File: config.mk
export PLATFORM = sky130hd
export DESIGN_NAME = grid_two_seed_distance_transform
export DESIGN_NICKNAME = d
export VERILOG_FILES = /design/src/dtx_pkg.sv /design/src/dtx_cell.sv /design/src/dtx_ctrl.sv /design/src/grid_two_seed_distance_transform.sv
export SDC_FILE = /design/constraint.sdc
export NUM_CORES = 2
export LEC_CHECK = 0
export BUFFER_PORTS_ARGS = -buffer_cell sky130_fd_sc_hd__clkbuf_2
export CAP_MARGIN = 5
export CORE_UTILIZATION = 40
export DETAILED_ROUTE_END_ITERATION = 10
export GPL_TIMING_DRIVEN = 1
export PLACE_DENSITY_LB_ADDON = 0.08
export SLEW_MARGIN = 20
export SYNTH_ARGS = -nofsm -noshare
export SYNTH_HDL_FRONTEND = slang
export SYNTH_SLANG_ARGS = --single-unit
File: constraint.sdc
create_clock -name clk -period 15.4 [get_ports clk]
set_input_delay 3.85 -clock clk [delete_from_list [all_inputs] [get_ports clk]]
set_output_delay 3.85 -clock clk [all_outputs]
set_load 0.01 [all_outputs]
File: src/dtx_pkg.sv
// shared types and constants for the two-seed distance transform
// no dependencies
package dtx_pkg;

  localparam int DTX_ROWS  = 8;
  localparam int DTX_COLS  = 8;
  localparam int DTX_POS_W = 3;
  localparam int DTX_VAL_W = 4;
  localparam int DTX_IN_W  = 4;
  localparam int DTX_NBR   = 8;

  typedef enum logic [1:0] {
    ST_IDLE,
    ST_GROW,
    ST_EMIT,
    ST_ERR
  } dtx_state_t;

  typedef struct packed {
    logic load;
    logic grow;
    logic shift;
  } dtx_ctl_t;

endpackage

File: src/dtx_cell.sv
// one grid cell: seed load, generation update from eight neighbors, readout shift
// depends on dtx_pkg
module dtx_cell (
  input  logic                                                clk,
  input  logic                                                rst_n,
  input  dtx_pkg::dtx_ctl_t                                   ctl,
  input  logic                                                seed,
  input  logic [dtx_pkg::DTX_NBR-1:0][dtx_pkg::DTX_VAL_W-1:0] nbr_val,
  input  logic [dtx_pkg::DTX_VAL_W-1:0]                       shift_in,
  output logic [dtx_pkg::DTX_VAL_W-1:0]                       val
);

  logic [dtx_pkg::DTX_VAL_W-1:0] val_r;
  logic [dtx_pkg::DTX_VAL_W-1:0] val_nxt;
  logic [dtx_pkg::DTX_VAL_W-1:0] best;

  // smallest nonzero neighbor, zero if none
  always_comb begin
    best = '0;
    for (int i = 0; i < dtx_pkg::DTX_NBR; i++) begin
      if (nbr_val[i] != '0 && (best == '0 || nbr_val[i] < best)) begin
        best = nbr_val[i];
      end
    end
  end

  always_comb begin
    val_nxt = val_r;
    if (ctl.load) begin
      val_nxt = seed ? dtx_pkg::DTX_VAL_W'(1) : '0;
    end else if (ctl.grow) begin
      if (val_r == '0 && best != '0) begin
        val_nxt = dtx_pkg::DTX_VAL_W'(best + dtx_pkg::DTX_VAL_W'(1));
      end
    end else if (ctl.shift) begin
      val_nxt = shift_in;
    end
  end

  always_ff @(posedge clk) begin
    if (!rst_n) begin
      val_r <= '0;
    end else begin
      val_r <= val_nxt;
    end
  end

  assign val = val_r;

endmodule

File: src/dtx_ctrl.sv
// sequencer: seed, grow generations until the grid is full, then emit cells; bad seeds give one error result
// depends on dtx_pkg
module dtx_ctrl #(
  parameter int ROWS = dtx_pkg::DTX_ROWS,
  parameter int COLS = dtx_pkg::DTX_COLS
) (
  input  logic                          clk,
  input  logic                          rst_n,
  input  logic                          in_valid,
  input  logic                          seeds_ok,
  input  logic                          grid_full,
  input  logic                          out_ready,
  output logic                          in_ready,
  output logic                          out_valid,
  output logic                          out_err,
  output logic                          out_last,
  output logic [dtx_pkg::DTX_POS_W-1:0] row,
  output logic [dtx_pkg::DTX_POS_W-1:0] col,
  output dtx_pkg::dtx_ctl_t             ctl
);

  dtx_pkg::dtx_state_t state_r, state_nxt;
  logic [dtx_pkg::DTX_POS_W-1:0] row_r, row_nxt;
  logic [dtx_pkg::DTX_POS_W-1:0] col_r, col_nxt;
  logic at_end;

  assign at_end = (row_r == dtx_pkg::DTX_POS_W'(ROWS - 1)) &&
                  (col_r == dtx_pkg::DTX_POS_W'(COLS - 1));

  // next state
  always_comb begin
    state_nxt = state_r;
    case (state_r)
      dtx_pkg::ST_IDLE: begin
        if (in_valid) begin
          state_nxt = seeds_ok ? dtx_pkg::ST_GROW : dtx_pkg::ST_ERR;
        end
      end
      dtx_pkg::ST_GROW: begin
        if (grid_full) begin
          state_nxt = dtx_pkg::ST_EMIT;
        end
      end
      dtx_pkg::ST_EMIT: begin
        if (out_ready && at_end) begin
          state_nxt = dtx_pkg::ST_IDLE;
        end
      end
      dtx_pkg::ST_ERR: begin
        if (out_ready) begin
          state_nxt = dtx_pkg::ST_IDLE;
        end
      end
      default: state_nxt = dtx_pkg::ST_IDLE;
    endcase
  end

  // outputs
  always_comb begin
    in_ready  = 1'b0;
    out_valid = 1'b0;
    out_err   = 1'b0;
    out_last  = 1'b0;
    ctl       = '0;
    case (state_r)
      dtx_pkg::ST_IDLE: begin
        in_ready = 1'b1;
        ctl.load = in_valid && seeds_ok;
      end
      dtx_pkg::ST_GROW: begin
        ctl.grow = !grid_full;
      end
      dtx_pkg::ST_EMIT: begin
        out_valid = 1'b1;
        out_last  = at_end;
        ctl.shift = out_ready;
      end
      dtx_pkg::ST_ERR: begin
        out_valid = 1'b1;
        out_err   = 1'b1;
        out_last  = 1'b1;
      end
      default: begin
        in_ready = 1'b0;
      end
    endcase
  end

  // row-major readout position
  always_comb begin
    row_nxt = row_r;
    col_nxt = col_r;
    if (state_r == dtx_pkg::ST_EMIT && out_ready) begin
      if (col_r == dtx_pkg::DTX_POS_W'(COLS - 1)) begin
        col_nxt = '0;
        row_nxt = at_end ? '0 : dtx_pkg::DTX_POS_W'(row_r + dtx_pkg::DTX_POS_W'(1));
      end else begin
        col_nxt = dtx_pkg::DTX_POS_W'(col_r + dtx_pkg::DTX_POS_W'(1));
      end
    end
  end

  always_ff @(posedge clk) begin
    if (!rst_n) begin
      state_r <= dtx_pkg::ST_IDLE;
      row_r   <= '0;
      col_r   <= '0;
    end else begin
      state_r <= state_nxt;
      row_r   <= row_nxt;
      col_r   <= col_nxt;
    end
  end

  assign row = row_r;
  assign col = col_r;

endmodule

File: src/grid_two_seed_distance_transform.sv
// sequence: the seeds are loaded, the grid grows one generation at a time until it is seen
// full, then the ROWS*COLS results are shifted out at one per cycle while out_tready is high
// no new seed pair is taken until the last result is out; bad seeds give a single error result
// reset: synchronous active-low rst_n clears the grid cells and returns to idle
// top level: grid of dtx_cell instances with a dtx_ctrl sequencer; depends on dtx_pkg
module grid_two_seed_distance_transform #(
  parameter int ROWS = dtx_pkg::DTX_ROWS,
  parameter int COLS = dtx_pkg::DTX_COLS
) (
  input  logic        clk,
  input  logic        rst_n,
  input  logic        in_tvalid,
  output logic        in_tready,
  // first_row[3:0], first_col[7:4], second_row[11:8], second_col[15:12]
  input  logic [15:0] in_tdata,
  output logic        out_tvalid,
  input  logic        out_tready,
  // cell_row[2:0], cell_col[5:3], cell_value[9:6], zero[15:10]
  output logic [15:0] out_tdata,
  // seed_error[0]
  output logic        out_tuser,
  // last_cell
  output logic        out_tlast
);

  localparam int NCELL = ROWS * COLS;

  logic [dtx_pkg::DTX_IN_W-1:0] first_row, first_col, second_row, second_col;
  logic [dtx_pkg::DTX_VAL_W-1:0] cell_val [NCELL];
  logic seeds_ok;
  logic grid_full;
  logic out_err;
  logic [dtx_pkg::DTX_POS_W-1:0] row, col;
  dtx_pkg::dtx_ctl_t ctl;

  assign first_row  = in_tdata[3:0];
  assign first_col  = in_tdata[7:4];
  assign second_row = in_tdata[11:8];
  assign second_col = in_tdata[15:12];

  assign seeds_ok = (first_row  < dtx_pkg::DTX_IN_W'(ROWS)) &&
                    (first_col  < dtx_pkg::DTX_IN_W'(COLS)) &&
                    (second_row < dtx_pkg::DTX_IN_W'(ROWS)) &&
                    (second_col < dtx_pkg::DTX_IN_W'(COLS));

  always_comb begin
    grid_full = 1'b1;
    for (int k = 0; k < NCELL; k++) begin
      if (cell_val[k] == '0) begin
        grid_full = 1'b0;
      end
    end
  end

  for (genvar r = 0; r < ROWS; r++) begin : g_row
    for (genvar c = 0; c < COLS; c++) begin : g_col
      localparam int K = r * COLS + c;
      logic [dtx_pkg::DTX_NBR-1:0][dtx_pkg::DTX_VAL_W-1:0] nbr_val;
      logic [dtx_pkg::DTX_VAL_W-1:0] shift_in;
      logic seed;

      for (genvar dr = 0; dr < 3; dr++) begin : g_dr
        for (genvar dc = 0; dc < 3; dc++) begin : g_dc
          localparam int SLOT = dr * 3 + dc;
          localparam int NR = r + dr - 1;
          localparam int NC = c + dc - 1;
          if (SLOT != 4) begin : g_nbr
            localparam int IDX = (SLOT < 4) ? SLOT : SLOT - 1;
            if (NR >= 0 && NR < ROWS && NC >= 0 && NC < COLS) begin : g_in
              assign nbr_val[IDX] = cell_val[NR * COLS + NC];
            end else begin : g_out
              assign nbr_val[IDX] = '0;
            end
          end
        end
      end

      if (K + 1 < NCELL) begin : g_chain
        assign shift_in = cell_val[K + 1];
      end else begin : g_tail
        assign shift_in = '0;
      end

      assign seed = (first_row  == dtx_pkg::DTX_IN_W'(r) && first_col  == dtx_pkg::DTX_IN_W'(c)) ||
                    (second_row == dtx_pkg::DTX_IN_W'(r) && second_col == dtx_pkg::DTX_IN_W'(c));

      dtx_cell u_cell (
        .clk      (clk),
        .rst_n    (rst_n),
        .ctl      (ctl),
        .seed     (seed),
        .nbr_val  (nbr_val),
        .shift_in (shift_in),
        .val      (cell_val[K])
      );
    end
  end

  dtx_ctrl #(
    .ROWS (ROWS),
    .COLS (COLS)
  ) u_ctrl (
    .clk       (clk),
    .rst_n     (rst_n),
    .in_valid  (in_tvalid),
    .seeds_ok  (seeds_ok),
    .grid_full (grid_full),
    .out_ready (out_tready),
    .in_ready  (in_tready),
    .out_valid (out_tvalid),
    .out_err   (out_err),
    .out_last  (out_tlast),
    .row       (row),
    .col       (col),
    .ctl       (ctl)
  );

  assign out_tdata = {6'd0, (out_err ? {dtx_pkg::DTX_VAL_W{1'b0}} : cell_val[0]), col, row};
  assign out_tuser = out_err;

endmodule

Word-level counts from Yosys, hierarchy flattened. Index checks and enable logic that the tools add are counted.

Register bits: 264. Input bits: 20. Output and inout bits: 20. Word-level logic and storage cells: 2946.

$add $sub $neg: 66. Magnitude comparators: 353. Equality and inequality tests: 101. Muxes and demuxes: 798. Reductions and logical operators: 1561.

Operators with widths (count): $mux W4 (655); $logic_not A4 Y1 (402); $lt A4 B4 Y1 (349); $logic_and A1 B1 Y1 (548); $reduce_bool A4 Y1 (128); $logic_or A1 B1 Y1 (413); $add A4 B1 Y4 const B (64); $ne A3 B1 Y1 const B (64); $mux W1 (134); $reduce_and A2 Y1 (65); $eq A4 B3 Y1 const B (16); $eq A4 B2 Y1 const B (8); $eq A4 B1 Y1 const B (4); $lt A4 B4 Y1 const B (4); $mux W2 (5); $pmux W2 S4 (1); $add A3 B1 Y3 const B (2); $eq A3 B3 Y1 const B (2); $mux W3 (2); $eq A2 B2 Y1 const B (2); $ne A2 B1 Y1 const B (2); $ne A2 B2 Y1 const B (2); $reduce_and A4 Y1 (1); $reduce_bool A3 Y1 (1); 5 further kinds (5).

Depth between registers and ports, before layout.
Depth after elaboration: 69. Mapped depth: 67. Depth with buffers taken out: 66.

Hierarchy. Synthesis repeated with hierarchy kept, for this count alone.

Cells, all modules: 21347. Area total of the unflattened synthesis: 147032.3 um^2.

Modules (own cells, without submodules): dtx_cell at g_row[1].g_col[0].u_cell ... (instances 54, cells an instance 331, area an instance 2277.2 um^2, sequential area each 80.1 um^2); dtx_cell at g_row[0].g_col[0].u_cell ... (instances 8, cells an instance 323, area an instance 2252.2 um^2, sequential area each 80.1 um^2); dtx_cell at g_row[7].g_col[6].u_cell (instances 1, cells an instance 322, area an instance 2213.4 um^2, sequential area each 80.1 um^2); dtx_cell at g_row[7].g_col[7].u_cell (instances 1, cells an instance 301, area an instance 2100.8 um^2, sequential area each 80.1 um^2); grid_two_seed_distance_transform (instances 1, cells an instance 213, area an instance 1253.7 um^2, sequential area each 0.0 um^2); dtx_ctrl (instances 1, cells an instance 53, area an instance 479.2 um^2, sequential area each 160.2 um^2).

Worst setup path after synthesis. Ideal clock, no wire load.

Path kind: register -> register. From: register g_row[3].g_col[1].u_cell.val_r, in the netlist g_row[3].g_col[1].u_cell.val[2]. To: register g_row[4].g_col[2].u_cell.val_r, in the netlist g_row[4].g_col[2].u_cell.val[3]. Setup time: 116 ps. Arrival time: 12455 ps. Required time: 15284 ps. Setup slack: 2829 ps. Stages on the path, launching flop included: 56. Buffers on the path: 1. Clock period less this slack: 12571 ps. Cell sequence: dfxtp_1 clkbuf_1 inv_1 ha_1 a21oi_1 o21ai_2 a21o_1 a221oi_1 inv_1 ha_1 a2111oi_0 nand2_1 mux2_2 o211ai_4 a21oi_1 nor2_1 ha_1 a21o_1 [... 20 more ...] a32o_1 ha_1 a2111oi_0 a31oi_1 and3_1 a221oi_1 inv_1 ha_1 or4_1 o21a_1 a31oi_1 inv_1 ha_1 o21a_1 a21oi_2 o21a_1 o31ai_1 a31o_2.

Cells in the longest elaborated chain, start to end: 44. Elaborated cells on any way between the ends: 88. Classes of those cells: add/sub: 1; order compare: 7; eq/ne: 1; mux: 51; reduce/logical: 28.

RTL lines: from (decl) (RTL line dtx_cell.sv:13) `logic [dtx_pkg::DTX_VAL_W-1:0] val_r;`; from (signal assigned) (RTL line dtx_cell.sv:44) `val_r <= val_nxt;`; branches (longest 44 deep; another with $lt A4 B4 Y1); to (signal assigned) (RTL line dtx_cell.sv:44); to (decl) (RTL line dtx_cell.sv:13).

Parallel ways; which one is timed is not known. The select of a mux whose other input is x is not followed. A chain may end at the register's enable or synchronous reset.

Final worst setup path.
From: register g_row[5].g_col[4].u_cell.val_r, in the netlist g_row[5].g_col[4].u_cell.val[3]. To: register g_row[6].g_col[5].u_cell.val_r, in the netlist g_row[6].g_col[5].u_cell.val[0].

Cells in the longest elaborated chain, start to end: 34. Elaborated cells on any way between the ends: 69. Classes of those cells: add/sub: 1; order compare: 7; eq/ne: 1; mux: 32; reduce/logical: 28.

RTL lines: from (decl) (RTL line dtx_cell.sv:13); from (signal assigned) (RTL line dtx_cell.sv:44); $reduce_bool A4 Y1 (RTL line dtx_cell.sv:21) `if (nbr_val[i] != '0 && (best == '0 || nbr_val[i] < best)) begin`; $mux W4 (RTL line dtx_cell.sv:21); $lt A4 B4 Y1 / $logic_not A4 Y1 (equally long branches) (RTL line dtx_cell.sv:21); $logic_or A1 B1 Y1 (RTL line dtx_cell.sv:21); $logic_and A1 B1 Y1 (RTL line dtx_cell.sv:21); $mux W4 (RTL line dtx_cell.sv:21); $lt A4 B4 Y1 / $logic_not A4 Y1 (equally long branches) (RTL line dtx_cell.sv:21); $logic_or A1 B1 Y1 (RTL line dtx_cell.sv:21); [... 18 more ...]; $lt A4 B4 Y1 / $logic_not A4 Y1 (equally long branches) (RTL line dtx_cell.sv:21); $logic_or A1 B1 Y1 (RTL line dtx_cell.sv:21); $logic_and A1 B1 Y1 (RTL line dtx_cell.sv:21); $mux W4 (RTL line dtx_cell.sv:21); $add A4 B1 Y4 / $reduce_bool A4 Y1 (equally long branches) (RTL line dtx_cell.sv:33, dtx_cell.sv:32); $mux W4 / $logic_and A1 B1 Y1 (equally long branches) (RTL line dtx_cell.sv:32) `if (val_r == '0 && best != '0) begin`; $mux W4 / $ne A3 B1 Y1 (equally long branches); $mux W4 / $reduce_and A2 Y1 (equally long branches); to (signal assigned) (RTL line dtx_cell.sv:44); to (decl) (RTL line dtx_cell.sv:13).

Several ways; a longest one is shown, not always the timed one. The select of a mux whose other input is x is not followed.

==> results.yml <==
run_status:
  status: "finished, final reports clean"
global_route:
  antenna_found_initial: 21
  grt-ovfl-total: 0
  busiest_layer: "met2"
  track_usage_pct: 35.0
  grt_pass1_wl_um: 594000
  grt_util_met3_pct: 4.91
  grt_max_degree: 96
  grt_util_met2_pct: 56.3
  use_met1_pct: 43.4
  grt_pass1_vias: 94800
detailed_routing:
  dr_total_vias: 102000
  drtIter0Drc: 10100
  route.detailed.drc: 0
  wl_per_cell_um: 26.7
  vias_per_cell: 6.82
  drt-pass1-iter-count: 7
  wl_um: 400000
  ant_nets: 0
critical_path:
  cpMostUsedCell: "ha_1"
  critPathLaunchType: "register"
  crit_required_ns: 16.04
  cp-end-kind: "register"
  cpPeakStageDelay_ns: 0.71
  critPathArrivalTime_ns: 15.18
  cpMaxStageDelayCell: "a2111oi_1"
  cp_max_fo: 20
  critical_path_class: "reg -> reg"
floorplanning:
  ios: 40
  initial_core_util_pct: 40.4
  die_area_um2: 217000
  rows: 169
  die_h_um: 466
  core_area_um2: 213000
  dieWidth_um: 466
run:
  cap_violations: 0
sta:
  hold_ws_ns: 0.468
  fmax_mhz: 68.8
  setup_violations: 0
  final.period_utilization_pct: 94.4
  fin_skew_ns: 0.0367
  relSlewSlack_pct: 10.8
  tightest_slew_ns: 1.33
  period_needed_ns: 14.53
  finalHoldViolations: 0
  maxSlewViolCount: 0
placed_design:
  place.gp.congestion: 0.980
  placed_cell_area_um2: 90100
  dp_hpwl_um: 299000
  placedCellCount: 14900
  io_buffers: 33
clock_tree:
  clk_latency_ns: 0.73
  clockBufferDepth: 3
  cts.clk_slew.worst_paths_ns: 0.06
  cts_sinks: 264
  cts_buffers: 51
  cts_root_buf: "clkbuf_16"
  h-tree-depth: 2
  cts_tree: "yes"
cells_and_area:
  nFillCells: 22100
  finalNonFillerCells: 15000
  multiInputGateArea_um2: 75200
  nets: 13300
  drive_gt1_share_pct: 9.25
  area_growth_pct: 6.96
  final_cell_area_um2: 92000
  seq_area_um2: 5290
min_path:
  hold_path_class: "reg -> reg"
logic_synthesis:
  synth_largest_area_cell: "ha_1"
  ys_ff_latch: 264
  synth_commonest_cells: "1,179 x ha_1, 1,101 x a21oi_1, 924 x nor2_1"
  ys_seq_area_share_pct: 6.14
  synth_async_sr_flop_share_pct: 0
  syn_inst: 12200
  synth_most_common_cell: "ha_1"
  synth_area_um2: 86000
  synthTopCellsByArea: "ha_1 17%, a21oi_1 6.4%, dfxtp_1 6.1%, o21ai_0 4.7%, nor2_1 4.0%"
  ys.flop_type: "dfxtp_1"
  synth_top_area_share_pct: 17.1
  synth-edff-count: 0
  yosys_warnings: 0
  synth.avg_cell_area_um2: 7.03
  synthDistinctLibCells: 155
-- metrics by stage --
step                utilization [%]  setup WS, ns  TNS, ns
finish                         43.2         0.866        0
global route                   43.2       -0.0130  -0.0130
CTS                            43.2         0.972        0
detailed placement             42.3          1.06        0
global placement               42.3          1.43        0
floorplan                         -          2.83        0
-- worst max-delay path: cells and delay by family, from the launching register on --
family | cells | cell delay (ns)
compound gates | 33 | 8.72
flops | 1 | 0.31
fa+ha+maj | 8 | 2.50
mux | 1 | 0.36
simple gates | 5 | 1.11
buf+inv | 8 | 1.45
-- cell families after synthesis --
kind of cell,after synthesis,share of synthesized area [%]
AOI/OAI and AO/OA,5538,46.3
xor gates and xnor gates,117,1.19
adders and majority gates,1179,17.1
buffers and inverters,1451,6.74
DFF,264,6.14
muxes,162,1.95
other,1,0.00436
and+or+nand+nor,3523,20.5
-- placed cells by master, fill, tap and decap left out, types with 83 or more instances in the layout --
cell,count
a211oi_1,218
nor3_1,296
nand2_1,781
a21o_1,387
a2111oi_0,104
o22ai_1,214
a21oi_1,1100
nand2b_1,262
ha_1,1179
inv_1,843
nor2_1,919
buf_4,317
a22oi_1,174
and2_1,162
o21a_1,249
dfxtp_1,264
o211ai_1,177
nor4_1,101
a2bb2oi_1,84
a22o_1,108
nand3_1,301
o31ai_1,139
a211o_1,83
o21ai_0,813
or2_2,152
or3_1,87
a31oi_1,219
o21ai_1,91
mux2i_1,117
-- flip-flops by register name (all words and copies together) (netlist names) --
register and count:
g_row.g_col.u_cell.val 256, u_ctrl.col 3, u_ctrl.state_r 2, u_ctrl.row 3
-- what timing repair did --
item                       in CTS  in global routing
hold buffers                    0                  0
setup buffers                   0                  3
setup endpoints to repair       0                 14
resized for setup               0                  8
-- final cells by class --
class | instances | area share [%]
Multi-Input combinational cell | 10500 | 81.8
Sequential cell | 264 | 5.74
Tap cell | 2821 | 3.84
Inverter | 907 | 3.71
Timing Repair Buffer | 356 | 2.90
Clock buffer | 67 | 1.60
Clock inverter | 27 | 0.383
Antenna cell | 17 | 0.0462
-- per-layer routing --
layer | vias up | wire length (um)
li1 | 47400 | -
met2 | 4906 | 175000
met5 | - | 59
met3 | 1142 | 30400
met4 | 8 | 29400
met1 | 48700 | 165000
-- worst paths after layout --
check                                                     from                                      endpoint  slack, ns  cells after the start
setup / recovery  g_row[5].g_col[4].u_cell.val[3]$_SDFFE_PN0P_  g_row[6].g_col[5].u_cell.val[0]$_SDFFE_PN0P_       0.87                     55
hold / removal                      u_ctrl.col[1]$_SDFFE_PN0P_                    u_ctrl.col[1]$_SDFFE_PN0P_       0.47                      2
setup reg to reg  g_row[5].g_col[4].u_cell.val[3]$_SDFFE_PN0P_  g_row[6].g_col[5].u_cell.val[0]$_SDFFE_PN0P_       0.87                     55
hold reg to reg                     u_ctrl.col[1]$_SDFFE_PN0P_                    u_ctrl.col[1]$_SDFFE_PN0P_       0.47                      2
Power is left out: the tool's default activity adds up to more than one toggle a clock period on the data nets, which glitch-free logic cannot reach.
